[src/design/pnp_pkg.sv]
// ============================================================================
// pnp_pkg
// Shared types, codes and helpers for the prefixed number parser.
// ============================================================================
`default_nettype none

package pnp_pkg;

  localparam int CHAR_W          = 8;
  localparam int VALUE_OUT_W     = 32;
  localparam int STATUS_W        = 2;
  localparam int DIGIT_W         = 6;
  localparam int VALUE_WIDTH_DEF = 32;

  typedef enum logic [STATUS_W-1:0] {
    ST_OK        = 2'd0,
    ST_BAD_CHAR  = 2'd1,
    ST_BIG_DIGIT = 2'd2
  } status_t;

  typedef enum logic [1:0] {
    RADIX_DEC = 2'd0,
    RADIX_HEX = 2'd1,
    RADIX_OCT = 2'd2
  } radix_t;

  localparam logic [CHAR_W-1:0] CH_NUL  = 8'h00;
  localparam logic [CHAR_W-1:0] CH_ZERO = 8'h30;
  localparam logic [CHAR_W-1:0] CH_NINE = 8'h39;
  localparam logic [CHAR_W-1:0] CH_LA   = 8'h61;
  localparam logic [CHAR_W-1:0] CH_LZ   = 8'h7a;
  localparam logic [CHAR_W-1:0] CH_UA   = 8'h41;
  localparam logic [CHAR_W-1:0] CH_UZ   = 8'h5a;
  localparam logic [CHAR_W-1:0] CH_X    = 8'h78;
  localparam logic [CHAR_W-1:0] CH_O    = 8'h6f;

  localparam logic [DIGIT_W-1:0] LETTER_BASE = 6'd10;

  typedef struct packed {
    logic              valid;
    logic [CHAR_W-1:0] code;
  } item_t;

  typedef struct packed {
    logic                   valid;
    logic [VALUE_OUT_W-1:0] value;
    status_t                status;
  } result_t;

  typedef struct packed {
    logic               ok;
    logic [DIGIT_W-1:0] digit;
  } digit_t;

  function automatic digit_t char_digit(input logic [CHAR_W-1:0] c);
    digit_t d;
    d.ok    = 1'b1;
    d.digit = '0;
    if (c >= CH_ZERO && c <= CH_NINE) begin
      d.digit = DIGIT_W'(c - CH_ZERO);
    end else if (c >= CH_LA && c <= CH_LZ) begin
      d.digit = DIGIT_W'(c - CH_LA) + LETTER_BASE;
    end else if (c >= CH_UA && c <= CH_UZ) begin
      d.digit = DIGIT_W'(c - CH_UA) + LETTER_BASE;
    end else begin
      d.ok = 1'b0;
    end
    return d;
  endfunction

  function automatic logic [DIGIT_W-1:0] radix_base(input radix_t r);
    logic [DIGIT_W-1:0] b;
    unique case (r)
      RADIX_HEX: b = 6'd16;
      RADIX_OCT: b = 6'd8;
      default:   b = 6'd10;
    endcase
    return b;
  endfunction

endpackage

`default_nettype wire

[src/design/pnp_if.sv]
// ============================================================================
// pnp_if
// Valid/ready channels for character beats and result beats.
// ============================================================================
`default_nettype none

interface pnp_char_if;
  logic                      valid;
  logic                      ready;
  logic [pnp_pkg::CHAR_W-1:0] char_code;

  modport source (output valid, output char_code, input ready);
  modport sink   (input valid, input char_code, output ready);
endinterface

interface pnp_result_if;
  logic                           valid;
  logic                           ready;
  logic [pnp_pkg::VALUE_OUT_W-1:0] value;
  logic [pnp_pkg::STATUS_W-1:0]    status;

  modport source (output valid, output value, output status, input ready);
  modport sink   (input valid, input value, input status, output ready);
endinterface

`default_nettype wire

[src/design/prefixed_number_parser_top.sv]
// ============================================================================
// prefixed_number_parser_top
// Character-stream number parser with 0x / 0o radix prefixes.
// ============================================================================
// Throughput: one character beat per cycle; a terminator beat waits in the
//   input register until the result register is free, and the accumulated
//   value is then registered there. Digits use a combinational shift-add.
// Reset: synchronous active-low rst_n clears both stages and returns the parser
//   to decimal with an empty accumulator and no error held.
`default_nettype none

module prefixed_number_parser_top #(
  parameter int VALUE_WIDTH = pnp_pkg::VALUE_WIDTH_DEF
) (
  input  wire logic     clk,
  input  wire logic     rst_n,
  pnp_char_if.sink      in_chan,
  pnp_result_if.source  out_chan
);
  import pnp_pkg::*;

  item_t   item;
  result_t res;
  logic    take;
  logic    out_free;

  pnp_char_stage u_char (
    .clk      (clk),
    .rst_n    (rst_n),
    .in_valid (in_chan.valid),
    .in_ready (in_chan.ready),
    .in_code  (in_chan.char_code),
    .take     (take),
    .item     (item)
  );

  pnp_digit_core #(
    .VALUE_WIDTH (VALUE_WIDTH)
  ) u_core (
    .clk      (clk),
    .rst_n    (rst_n),
    .item     (item),
    .out_free (out_free),
    .take     (take),
    .res      (res)
  );

  pnp_result_stage u_res (
    .clk        (clk),
    .rst_n      (rst_n),
    .res        (res),
    .out_free   (out_free),
    .out_valid  (out_chan.valid),
    .out_ready  (out_chan.ready),
    .out_value  (out_chan.value),
    .out_status (out_chan.status)
  );

endmodule

`default_nettype wire

[src/design/pnp_char_stage.sv]
// ============================================================================
// pnp_char_stage
// Input register: holds one character beat until the core takes it.
// ============================================================================
`default_nettype none

module pnp_char_stage (
  input  wire logic                        clk,
  input  wire logic                        rst_n,
  input  wire logic                        in_valid,
  output logic                             in_ready,
  input  wire logic [pnp_pkg::CHAR_W-1:0]  in_code,
  input  wire logic                        take,
  output pnp_pkg::item_t                   item
);
  import pnp_pkg::*;

  logic              valid_r;
  logic              valid_nxt;
  logic [CHAR_W-1:0] code_r;

  assign in_ready   = !valid_r || take;
  assign valid_nxt  = in_valid || (valid_r && !take);
  assign item.valid = valid_r;
  assign item.code  = code_r;

  always_ff @(posedge clk) begin
    if (!rst_n) begin
      valid_r <= 1'b0;
    end else begin
      valid_r <= valid_nxt;
    end
  end

  always_ff @(posedge clk) begin
    if (in_valid && in_ready) begin
      code_r <= in_code;
    end
  end

endmodule

`default_nettype wire

[src/design/pnp_digit_core.sv]
// ============================================================================
// pnp_digit_core
// Prefix detection, digit decode and multiply-add with held error status.
// ============================================================================
`default_nettype none

module pnp_digit_core #(
  parameter int VALUE_WIDTH = pnp_pkg::VALUE_WIDTH_DEF
) (
  input  wire logic            clk,
  input  wire logic            rst_n,
  input  wire pnp_pkg::item_t  item,
  input  wire logic            out_free,
  output logic                 take,
  output pnp_pkg::result_t     res
);
  import pnp_pkg::*;

  logic [VALUE_WIDTH-1:0] acc_r, acc_nxt;
  radix_t                 radix_r, radix_nxt;
  logic [1:0]             pos_r, pos_nxt;
  logic                   lz_r, lz_nxt;
  status_t                err_r, err_nxt;

  logic                   is_term;
  digit_t                 dec;
  logic [DIGIT_W-1:0]     base;
  logic [VALUE_WIDTH-1:0] scaled;

  assign is_term = (item.code == CH_NUL);
  assign take    = item.valid && (!is_term || out_free);
  assign dec     = char_digit(item.code);
  assign base    = radix_base(radix_r);

  always_comb begin
    unique case (radix_r)
      RADIX_HEX: scaled = acc_r << 4;
      RADIX_OCT: scaled = acc_r << 3;
      default:   scaled = (acc_r << 3) + (acc_r << 1);
    endcase
  end

  always_comb begin
    acc_nxt    = acc_r;
    radix_nxt  = radix_r;
    pos_nxt    = pos_r;
    lz_nxt     = lz_r;
    err_nxt    = err_r;
    res.valid  = 1'b0;
    res.value  = (err_r != ST_OK) ? '0 : VALUE_OUT_W'(acc_r);
    res.status = err_r;
    if (take) begin
      if (is_term) begin
        res.valid = 1'b1;
        acc_nxt   = '0;
        radix_nxt = RADIX_DEC;
        pos_nxt   = 2'd0;
        lz_nxt    = 1'b0;
        err_nxt   = ST_OK;
      end else if (err_r == ST_OK) begin
        if (pos_r == 2'd0 && item.code == CH_ZERO) begin
          lz_nxt  = 1'b1;
          pos_nxt = 2'd1;
        end else if (lz_r && pos_r == 2'd1 && item.code == CH_X) begin
          radix_nxt = RADIX_HEX;
          pos_nxt   = 2'd2;
        end else if (lz_r && pos_r == 2'd1 && item.code == CH_O) begin
          radix_nxt = RADIX_OCT;
          pos_nxt   = 2'd2;
        end else if (!dec.ok) begin
          err_nxt = ST_BAD_CHAR;
        end else if (dec.digit >= base) begin
          err_nxt = ST_BIG_DIGIT;
        end else begin
          acc_nxt = scaled + VALUE_WIDTH'(dec.digit);
          if (pos_r != 2'd2) begin
            pos_nxt = pos_r + 2'd1;
          end
        end
      end
    end
  end

  always_ff @(posedge clk) begin
    if (!rst_n) begin
      acc_r   <= '0;
      radix_r <= RADIX_DEC;
      pos_r   <= 2'd0;
      lz_r    <= 1'b0;
      err_r   <= ST_OK;
    end else begin
      acc_r   <= acc_nxt;
      radix_r <= radix_nxt;
      pos_r   <= pos_nxt;
      lz_r    <= lz_nxt;
      err_r   <= err_nxt;
    end
  end

endmodule

`default_nettype wire

[src/design/pnp_result_stage.sv]
// ============================================================================
// pnp_result_stage
// Output register: holds one result beat until the sink takes it.
// ============================================================================
`default_nettype none

module pnp_result_stage (
  input  wire logic                             clk,
  input  wire logic                             rst_n,
  input  wire pnp_pkg::result_t                 res,
  output logic                                  out_free,
  output logic                                  out_valid,
  input  wire logic                             out_ready,
  output logic [pnp_pkg::VALUE_OUT_W-1:0]       out_value,
  output logic [pnp_pkg::STATUS_W-1:0]          out_status
);
  import pnp_pkg::*;

  logic                   valid_r, valid_nxt;
  logic [VALUE_OUT_W-1:0] value_r;
  status_t                status_r;

  assign out_free   = !valid_r || out_ready;
  assign valid_nxt  = res.valid || (valid_r && !out_ready);
  assign out_valid  = valid_r;
  assign out_value  = value_r;
  assign out_status = status_r;

  always_ff @(posedge clk) begin
    if (!rst_n) begin
      valid_r <= 1'b0;
    end else begin
      valid_r <= valid_nxt;
    end
  end

  always_ff @(posedge clk) begin
    if (res.valid) begin
      value_r  <= res.value;
      status_r <= res.status;
    end
  end

endmodule

`default_nettype wire

[src/flat_wrapper.sv]
// flat-port wrapper written by rule: the top's interface ports become plain ports
module prefixed_number_parser_top_flat import pnp_pkg::*;
#(
  parameter int VALUE_WIDTH = pnp_pkg::VALUE_WIDTH_DEF
)
  (clk, rst_n, in_chan_valid, in_chan_char_code, in_chan_ready, out_chan_valid, out_chan_value, out_chan_status, out_chan_ready);
  pnp_char_if in_chan_i ();
  pnp_result_if out_chan_i ();
  input  wire logic clk;
  input  wire logic rst_n;
  input wire logic [$bits(in_chan_i.valid)-1:0] in_chan_valid;
  input wire logic [$bits(in_chan_i.char_code)-1:0] in_chan_char_code;
  output wire logic [$bits(in_chan_i.ready)-1:0] in_chan_ready;
  output wire logic [$bits(out_chan_i.valid)-1:0] out_chan_valid;
  output wire logic [$bits(out_chan_i.value)-1:0] out_chan_value;
  output wire logic [$bits(out_chan_i.status)-1:0] out_chan_status;
  input wire logic [$bits(out_chan_i.ready)-1:0] out_chan_ready;
  assign in_chan_i.valid = in_chan_valid;
  assign in_chan_i.char_code = in_chan_char_code;
  assign in_chan_ready = in_chan_i.ready;
  assign out_chan_valid = out_chan_i.valid;
  assign out_chan_value = out_chan_i.value;
  assign out_chan_status = out_chan_i.status;
  assign out_chan_i.ready = out_chan_ready;
  prefixed_number_parser_top #(.VALUE_WIDTH(VALUE_WIDTH)) u_core (.clk(clk), .rst_n(rst_n), .in_chan(in_chan_i), .out_chan(out_chan_i));
endmodule
[config.mk]
export PLATFORM = sky130hd
export DESIGN_NAME = prefixed_number_parser_top_flat
export DESIGN_NICKNAME = d
export VERILOG_FILES = /design/src/design/pnp_pkg.sv /design/src/design/pnp_if.sv /design/src/design/prefixed_number_parser_top.sv /design/src/design/pnp_char_stage.sv /design/src/design/pnp_digit_core.sv /design/src/design/pnp_result_stage.sv /design/src/flat_wrapper.sv
export SDC_FILE = /design/constraint.sdc
export NUM_CORES = 1
export LEC_CHECK = 0
export ABC_AREA = 1
export BUFFER_PORTS_ARGS = -buffer_cell sky130_fd_sc_hd__clkbuf_2
export CAP_MARGIN = 20
export CORE_MARGIN = 2
export CORE_UTILIZATION = 60
export CTS_CLUSTER_SIZE = 16
export DETAILED_ROUTE_END_ITERATION = 8
export HOLD_SLACK_MARGIN = 0.1
export PLACE_DENSITY = 0.77
export SLEW_MARGIN = 40
export SYNTH_ARGS = -nofsm -noshare
export SYNTH_HDL_FRONTEND = slang
export SYNTH_SLANG_ARGS = --single-unit
[constraint.sdc]
create_clock -name clk -period 6.4 [get_ports clk]
set_input_delay 1.28 -clock clk [delete_from_list [all_inputs] [get_ports clk]]
set_output_delay 1.28 -clock clk [all_outputs]
set_load 0.01 [all_outputs]
## Word level (Yosys, flattened, before mapping)

Index checks and enable logic that the tools add are counted.

- Flip-flop bits (word level): 83
- Bits of input ports: 12
- Output and inout bits: 36
- Word-level logic and storage cells: 114

- Add/sub/neg operators: 8
- Order comparisons: 7
- Equality and inequality tests: 13
- Multiplexer cells: 40
- Reduce and logical (&&, ||, !) cells: 36

Operator list:

| cell | number |
|---|---|
| two-way mux 32 bit | 7 |
| case mux 32 bit (2 select lines) | 1 |
| two-way mux 2 bit | 20 |
| adder 32 bit | 1 |
| adder 32 x 6 -> 32 bit | 1 |
| two-way mux 6 bit | 3 |
| == test 8 x 7 -> 1 bit, second input constant | 2 |
| >= comparator 8 x 7 -> 1 bit, second input constant | 2 |
| less-or-equal comparator 8 x 7 -> 1 bit, second input constant | 2 |
| adder 6 x 4 -> 6 bit, second input constant | 2 |
| subtractor 6 bit, second input constant | 2 |
| logical AND 1 bit | 11 |
| != test 2 bit, second input constant | 5 |
| case mux 5 bit (2 select lines) | 1 |
| nonzero test 5 bit | 2 |
| == test 8 x 6 -> 1 bit, second input constant | 1 |
| >= comparator 8 x 6 -> 1 bit, second input constant | 1 |
| less-or-equal comparator 8 x 6 -> 1 bit, second input constant | 1 |
| zero test 8 bit | 1 |
| two-way mux 1 bit | 8 |
| nonzero test 2 bit | 4 |
| AND reduction 7 bit | 1 |
| >= comparator 6 bit | 1 |
| AND reduction 6 bit | 1 |
| other kinds (13) | 23 |

## Longest topological paths before layout

- Word-level depth: 13
- Gate-level depth with buffers: 27
- Mapped depth without buffers: 27

## Cells and area by module

From an unflattened synthesis, not the netlist that was laid out.

- Cells, all modules: 1,141
- Area, all modules: 7,449.6 sq um

By module, submodules not included:

| module | instances | cells an instance | area each (sq um) | seq. area each (sq um) |
|---|---|---|---|---|
| pnp_digit_core | 1 | 1,085 | 6,083.3 | 780.7 |
| pnp_result_stage | 1 | 40 | 1,067.3 | 1,041.0 |
| pnp_char_stage | 1 | 16 | 299.0 | 260.2 |

## Worst setup path after synthesis

OpenSTA, ideal clock, no wires.

- Path type: register to register
- From: register u_core.u_core.radix_r[0]
- To: register u_core.u_core.acc_r[31]
- Library setup time: 0.072 ns
- Arrival time: 3.281 ns
- Data required time: 6.328 ns
- Path slack: 3.047 ns
- Cell stages (with the launch flop): 25
- Path buffers: 4
- Clock period less this slack: 3.353 ns
- Cell sequence: dfxtp_1 > inv_1 > ha_1 > clkbuf_1 > buf_2 > buf_2 > buf_2 > nand2_1 > inv_1 > ha_1 > fa_1 > nand3_1 > nand2_1 > nand2_1 > nand2_1 > nand3_2 > nor2_4 > nand4_4 > nor2_4 > nand3_4 > nor2_4 > nand3_1 > nand2_1 > nand3_1 > a21oi_1

- Cells in the longest elaborated chain, start to end: 10
- Elaborated cells on any way between the ends: 15
- Those cells by class: 1 x add/sub; 1 x order compare; 3 x eq/ne; 9 x mux; 1 x reduce/logical

RTL lines:

| item | line | source |
|---|---|---|
| from (decl) | pnp_digit_core.sv:20 | `radix_t radix_r, radix_nxt;` |
| from (signal assigned) | pnp_digit_core.sv:93 | `radix_r <= radix_nxt;` |
| == test 2 bit or == test 2 x 1 -> 1 bit (tied branches) | pnp_pkg.sv:73, pnp_digit_core.sv:36 |  |
| case mux 32 bit (2 select lines) | pnp_digit_core.sv:36 | `unique case (radix_r)` |
| adder 32 x 6 -> 32 bit | pnp_digit_core.sv:75 | `acc_nxt = scaled + VALUE_WIDTH'(dec.digit);` |
| two-way mux 32 bit | pnp_digit_core.sv:72 | `end else if (dec.digit >= base) begin` |
| two-way mux 32 bit | pnp_digit_core.sv:70 | `end else if (!dec.ok) begin` |
| two-way mux 32 bit | pnp_digit_core.sv:67 | `end else if (lz_r && pos_r == 2'd1 && item.code == CH_O) begin` |
| two-way mux 32 bit | pnp_digit_core.sv:64 | `end else if (lz_r && pos_r == 2'd1 && item.code == CH_X) begin` |
| two-way mux 32 bit | pnp_digit_core.sv:61 | `if (pos_r == 2'd0 && item.code == CH_ZERO) begin` |
| two-way mux 32 bit | pnp_digit_core.sv:60 | `end else if (err_r == ST_OK) begin` |
| two-way mux 32 bit | pnp_digit_core.sv:53 | `if (is_term) begin` |
| to (signal assigned) | pnp_digit_core.sv:92 | `acc_r <= acc_nxt;` |
| to (decl) | pnp_digit_core.sv:19 | `logic [VALUE_WIDTH-1:0] acc_r, acc_nxt;` |

Several ways; a longest one is shown, not always the timed one. The select of a mux whose other input is x is not followed.
A chain may end at the register's enable or synchronous reset.

## Final worst setup path

- From: register u_core.u_core.radix_r[0]
- To: register u_core.u_core.acc_r[24]

The elaborated chain is that of the path after synthesis.

==> results.yml <==
synth:
  synth_cells: 1191
  async_flop_share_pct: 0
  ys.flop_type: "edfxtp_1"
  synth.distinct_cells: 48
  synth_edf_count: 42
  ys_seq_area_share_pct: 27.3
  syn_area_mm2: 0.00763
  yosysWarningCount: 0
  ys_seq_elements: 83
  syn_nets: 1256
  synth.avg_cell_area_um2: 6.41
clocking:
  holdBufCountCts: 0
  cts.sinks: 83
  cts-root-buf: "clkbuf_16"
  cts_buffers: 9
  cts_resized: 0
  cts_buffer_depth: 2
  post-cts-setup-buffers: 0
  clock_latency_ns: 0.36
  htree_levels: 3
  cts.clk_slew.worst_paths_ns: 0.07
  cts_tree: "yes"
floorplan:
  std_cell_rows: 41
  core_mm2: 0.0125
  die_y_um: 117
  die_x_um: 117
  die-area_mm2: 0.0136
  pin_count: 48
  start_util_pct: 61.0
layout:
  layout.nets: 1290
  drive_gt1_share_pct: 12.1
  area.growth.synth_to_final_pct: 7.79
  design_area_mm2: 0.00823
  layout_commonest_cell: "nand2_1"
  final_cell_mix: "nand2_1, inv_1, nor2_1, nand3_1, a21oi_1"
  antenna_cells: 0
  fillCellCount: 1201
critical_path:
  worstPathRequired_ns: 6.67
  cpPeakStageDelay_ns: 0.38
  worst-r2r-cell-count: 23
  crit_path_cell_trace: "inv_1, ha_1, buf_4, inv_2, a21oi_1, o21ai_0, nand2_1, inv_1, ha_1, nand2_1, inv_1, nand4_1, nand3_1, nand3_1, nor2_2, nand4_2, inv_2, nand3_2, nor2_4, nand3_1, nand2_1, nand3_1, a21oi_1"
  cp_data_arrival_time_ns: 4.21
  ff2ff_setup_slack_ns: 2.46
  critical_path_class: "reg2reg"
  r2r-start: "u_core.u_core.radix_r[0]$_SDFFE_PN0P_"
  worst_path_max_delay_cell: "buf_4"
  cp-start-kind: "flip-flop"
  cpMostUsedCell: "nand3_1"
  cp_top_family: "simple AND/OR/NAND/NOR gates"
  r2r_end: "u_core.u_core.acc_r[24]$_SDFFE_PN0P_"
  crit_buf_inv: 6
  critical_path.max_fanout: 34
  cp-end-kind: "flip-flop"
detailed_routing:
  drt_iter0_markers: 661
  wl_um: 20000
  met2WireLength_um: 8880
  highest_layer: "met4"
  via_per_inst: 5.48
  detail_route.wl_per_cell_um: 14.3
  ant_nets: 0
  num_vias: 7686
  drc: 0
  drt-met1-wl_um: 8810
  met3WireLength_um: 1660
  drtPass1Iterations: 6
power:
  p_comb_share_pct: 22.5
  vdd_drop_max_uv: 174
  clkPwrFrac_pct: 35.4
  power.leakage_nw: 4.12
  seqPwrFrac_pct: 42.1
  swShare_pct: 33.5
  powerDensity_mw_per_mm2: 173
  internal_power_mw: 0.945
  p_sw_mw: 0.476
sta:
  finalSetupViolations: 0
  worst_slew_pin_slew_ns: 0.711
  fin_worst_skew_ns: 0.00859
  period_share_pct: 61.6
  layout_min_cycle_time_ns: 3.94
  slew_headroom_pct: 52.6
  fmax_mhz: 254
  setup_tns_ns: 0
  hold_viol: 0
  rsz0062_at_grt: "no"
  slew_viol_final: 0
global_route:
  grt_overflow: 0
  grt_max_degree: 43
  grt_use_total_pct: 30.7
  grt_pass1_vias: 7100
  grt_pass1_wl_um: 32600
  antenna_found_initial: 0
worst_hold_path:
  min_from: "u_core.u_core.err_r[1]$_SDFFE_PN0P_"
  hold_path_class: "reg2reg"
  min_to: "u_core.u_res.out_status[1]$_DFFE_PP_"
  min_path_cells: 0
placement:
  gp_congestion: 0.944
  hpwl_um: 15500
  portBuffers: 47
  place_area_mm2: 0.00794
job:
  drv_cap: 0
run_status:
  status: "finished, final reports clean"
## worst max-delay path by stage
| stage | slack (ns) | end | startpoint | depth (start not counted) |
|---|---|---|---|---|
| after floorplan | 3.05 | u_core.u_core.acc_r[31]$_SDFFE_PN0P_ | u_core.u_core.radix_r[0]$_SDFFE_PN0P_ | 24 |
| after global placement | 2.28 | u_core.u_core.acc_r[6]$_SDFFE_PN0P_ | u_core.u_char.code_r[0]$_DFFE_PP_ | 16 |
| after detailed placement | 2.21 | u_core.u_core.acc_r[6]$_SDFFE_PN0P_ | u_core.u_char.code_r[0]$_DFFE_PP_ | 16 |
| after CTS | 2.21 | u_core.u_core.acc_r[6]$_SDFFE_PN0P_ | u_core.u_char.code_r[0]$_DFFE_PP_ | 16 |
| after global routing | 2.08 | u_core.u_core.acc_r[26]$_SDFFE_PN0P_ | u_core.u_core.radix_r[0]$_SDFFE_PN0P_ | 23 |
| final | 2.46 | u_core.u_core.acc_r[24]$_SDFFE_PN0P_ | u_core.u_core.radix_r[0]$_SDFFE_PN0P_ | 23 |
## sequential cells by signal (all words and copies together) (netlist names)
signal	cells
u_core.u_core.pos_r	2
u_core.u_core.acc_r	32
u_core.u_char.code_r	8
u_core.u_res.out_valid	1
u_core.u_core.radix_r	2
u_core.u_core.err_r	2
u_core.u_res.out_status	2
u_core.u_core.lz_r	1
u_core.u_char.valid_r	1
u_core.u_res.out_value	32
## cells in the mapped netlist (4+ instances only)
master    number  area, um^2
nand3b_1       5        37.5
edfxtp_1      42        1260
o21ai_0       24         120
ha_1          51         638
inv_2         22        82.6
nand2_1      345        1290
nor2_4        10         113
nand2_2       14        87.6
inv_1        196         736
a21oi_1       61         305
a211oi_1       4        30.0
buf_2          5        25.0
clkbuf_1       9        33.8
nor2_2        13        81.3
buf_1          5        18.8
o22ai_1       10        62.6
nand4_1       20         125
xor2_1         6        52.6
buf_6          7        78.8
nor2_1       126         473
nand3_1       97         485
o221ai_1      17         149
nand3_2       13         130
o21ai_1       14        70.1
dfxtp_1       41         821
xnor2_1        4        35.0
## cells by family after synthesis
group,count (synthesis),share of synthesized area (%)
compound gates,143,11.0
xor+xnor,10,1.15
fa+ha+maj,53,8.89
buf+inv,246,12.9
flops,83,27.3
simple gates,656,38.8
## metrics by stage
step | hold slack [ns] | total power [mW] | instances | setup slack, ns | utilization [%]
2_1_floorplan | 0.431 | 0.849 | 1191 | 3.05 | -
5_1_grt | 0.485 | 1.48 | 1402 | 2.08 | 65.7
3_5_place_dp | 0.452 | 0.922 | 1386 | 2.21 | 63.4
6_report | 0.471 | 1.42 | 1402 | 2.46 | 65.7
3_3_place_gp | 0.456 | 0.918 | 1386 | 2.28 | 63.4
4_1_cts | 0.473 | 1.41 | 1402 | 2.21 | 65.7
## power by group through the flow
stage / sequential [mW] / clock (mW) / combinational [mW]
finish: 0.598 / 0.503 / 0.319
global route: 0.601 / 0.519 / 0.358
CTS: 0.597 / 0.502 / 0.315
detailed placement: 0.609 / 0 / 0.313
global placement: 0.609 / 0 / 0.310
floorplan: 0.599 / 0 / 0.250
## metal layers
metal	track usage [%]	up-vias
met5	0	-
met4	14.0	0
met3	4.63	46
met2	49.6	283
met1	40.8	3473
li1	-	3884
## final cells by class
| class | count | area, um^2 | share of cell area (%) |
|---|---|---|---|
| tap | 172 | 215 | 2.62 |
| clock buffer | 10 | 229 | 2.78 |
| clock inverter | 6 | 50.0 | 0.608 |
| multi-input combinational | 862 | 4570 | 55.6 |
| sequential | 83 | 2080 | 25.3 |
| inverter | 220 | 828 | 10.1 |
| timing repair buffer | 49 | 250 | 3.04 |
No activity file was read; power rests on OpenSTA's default activity.
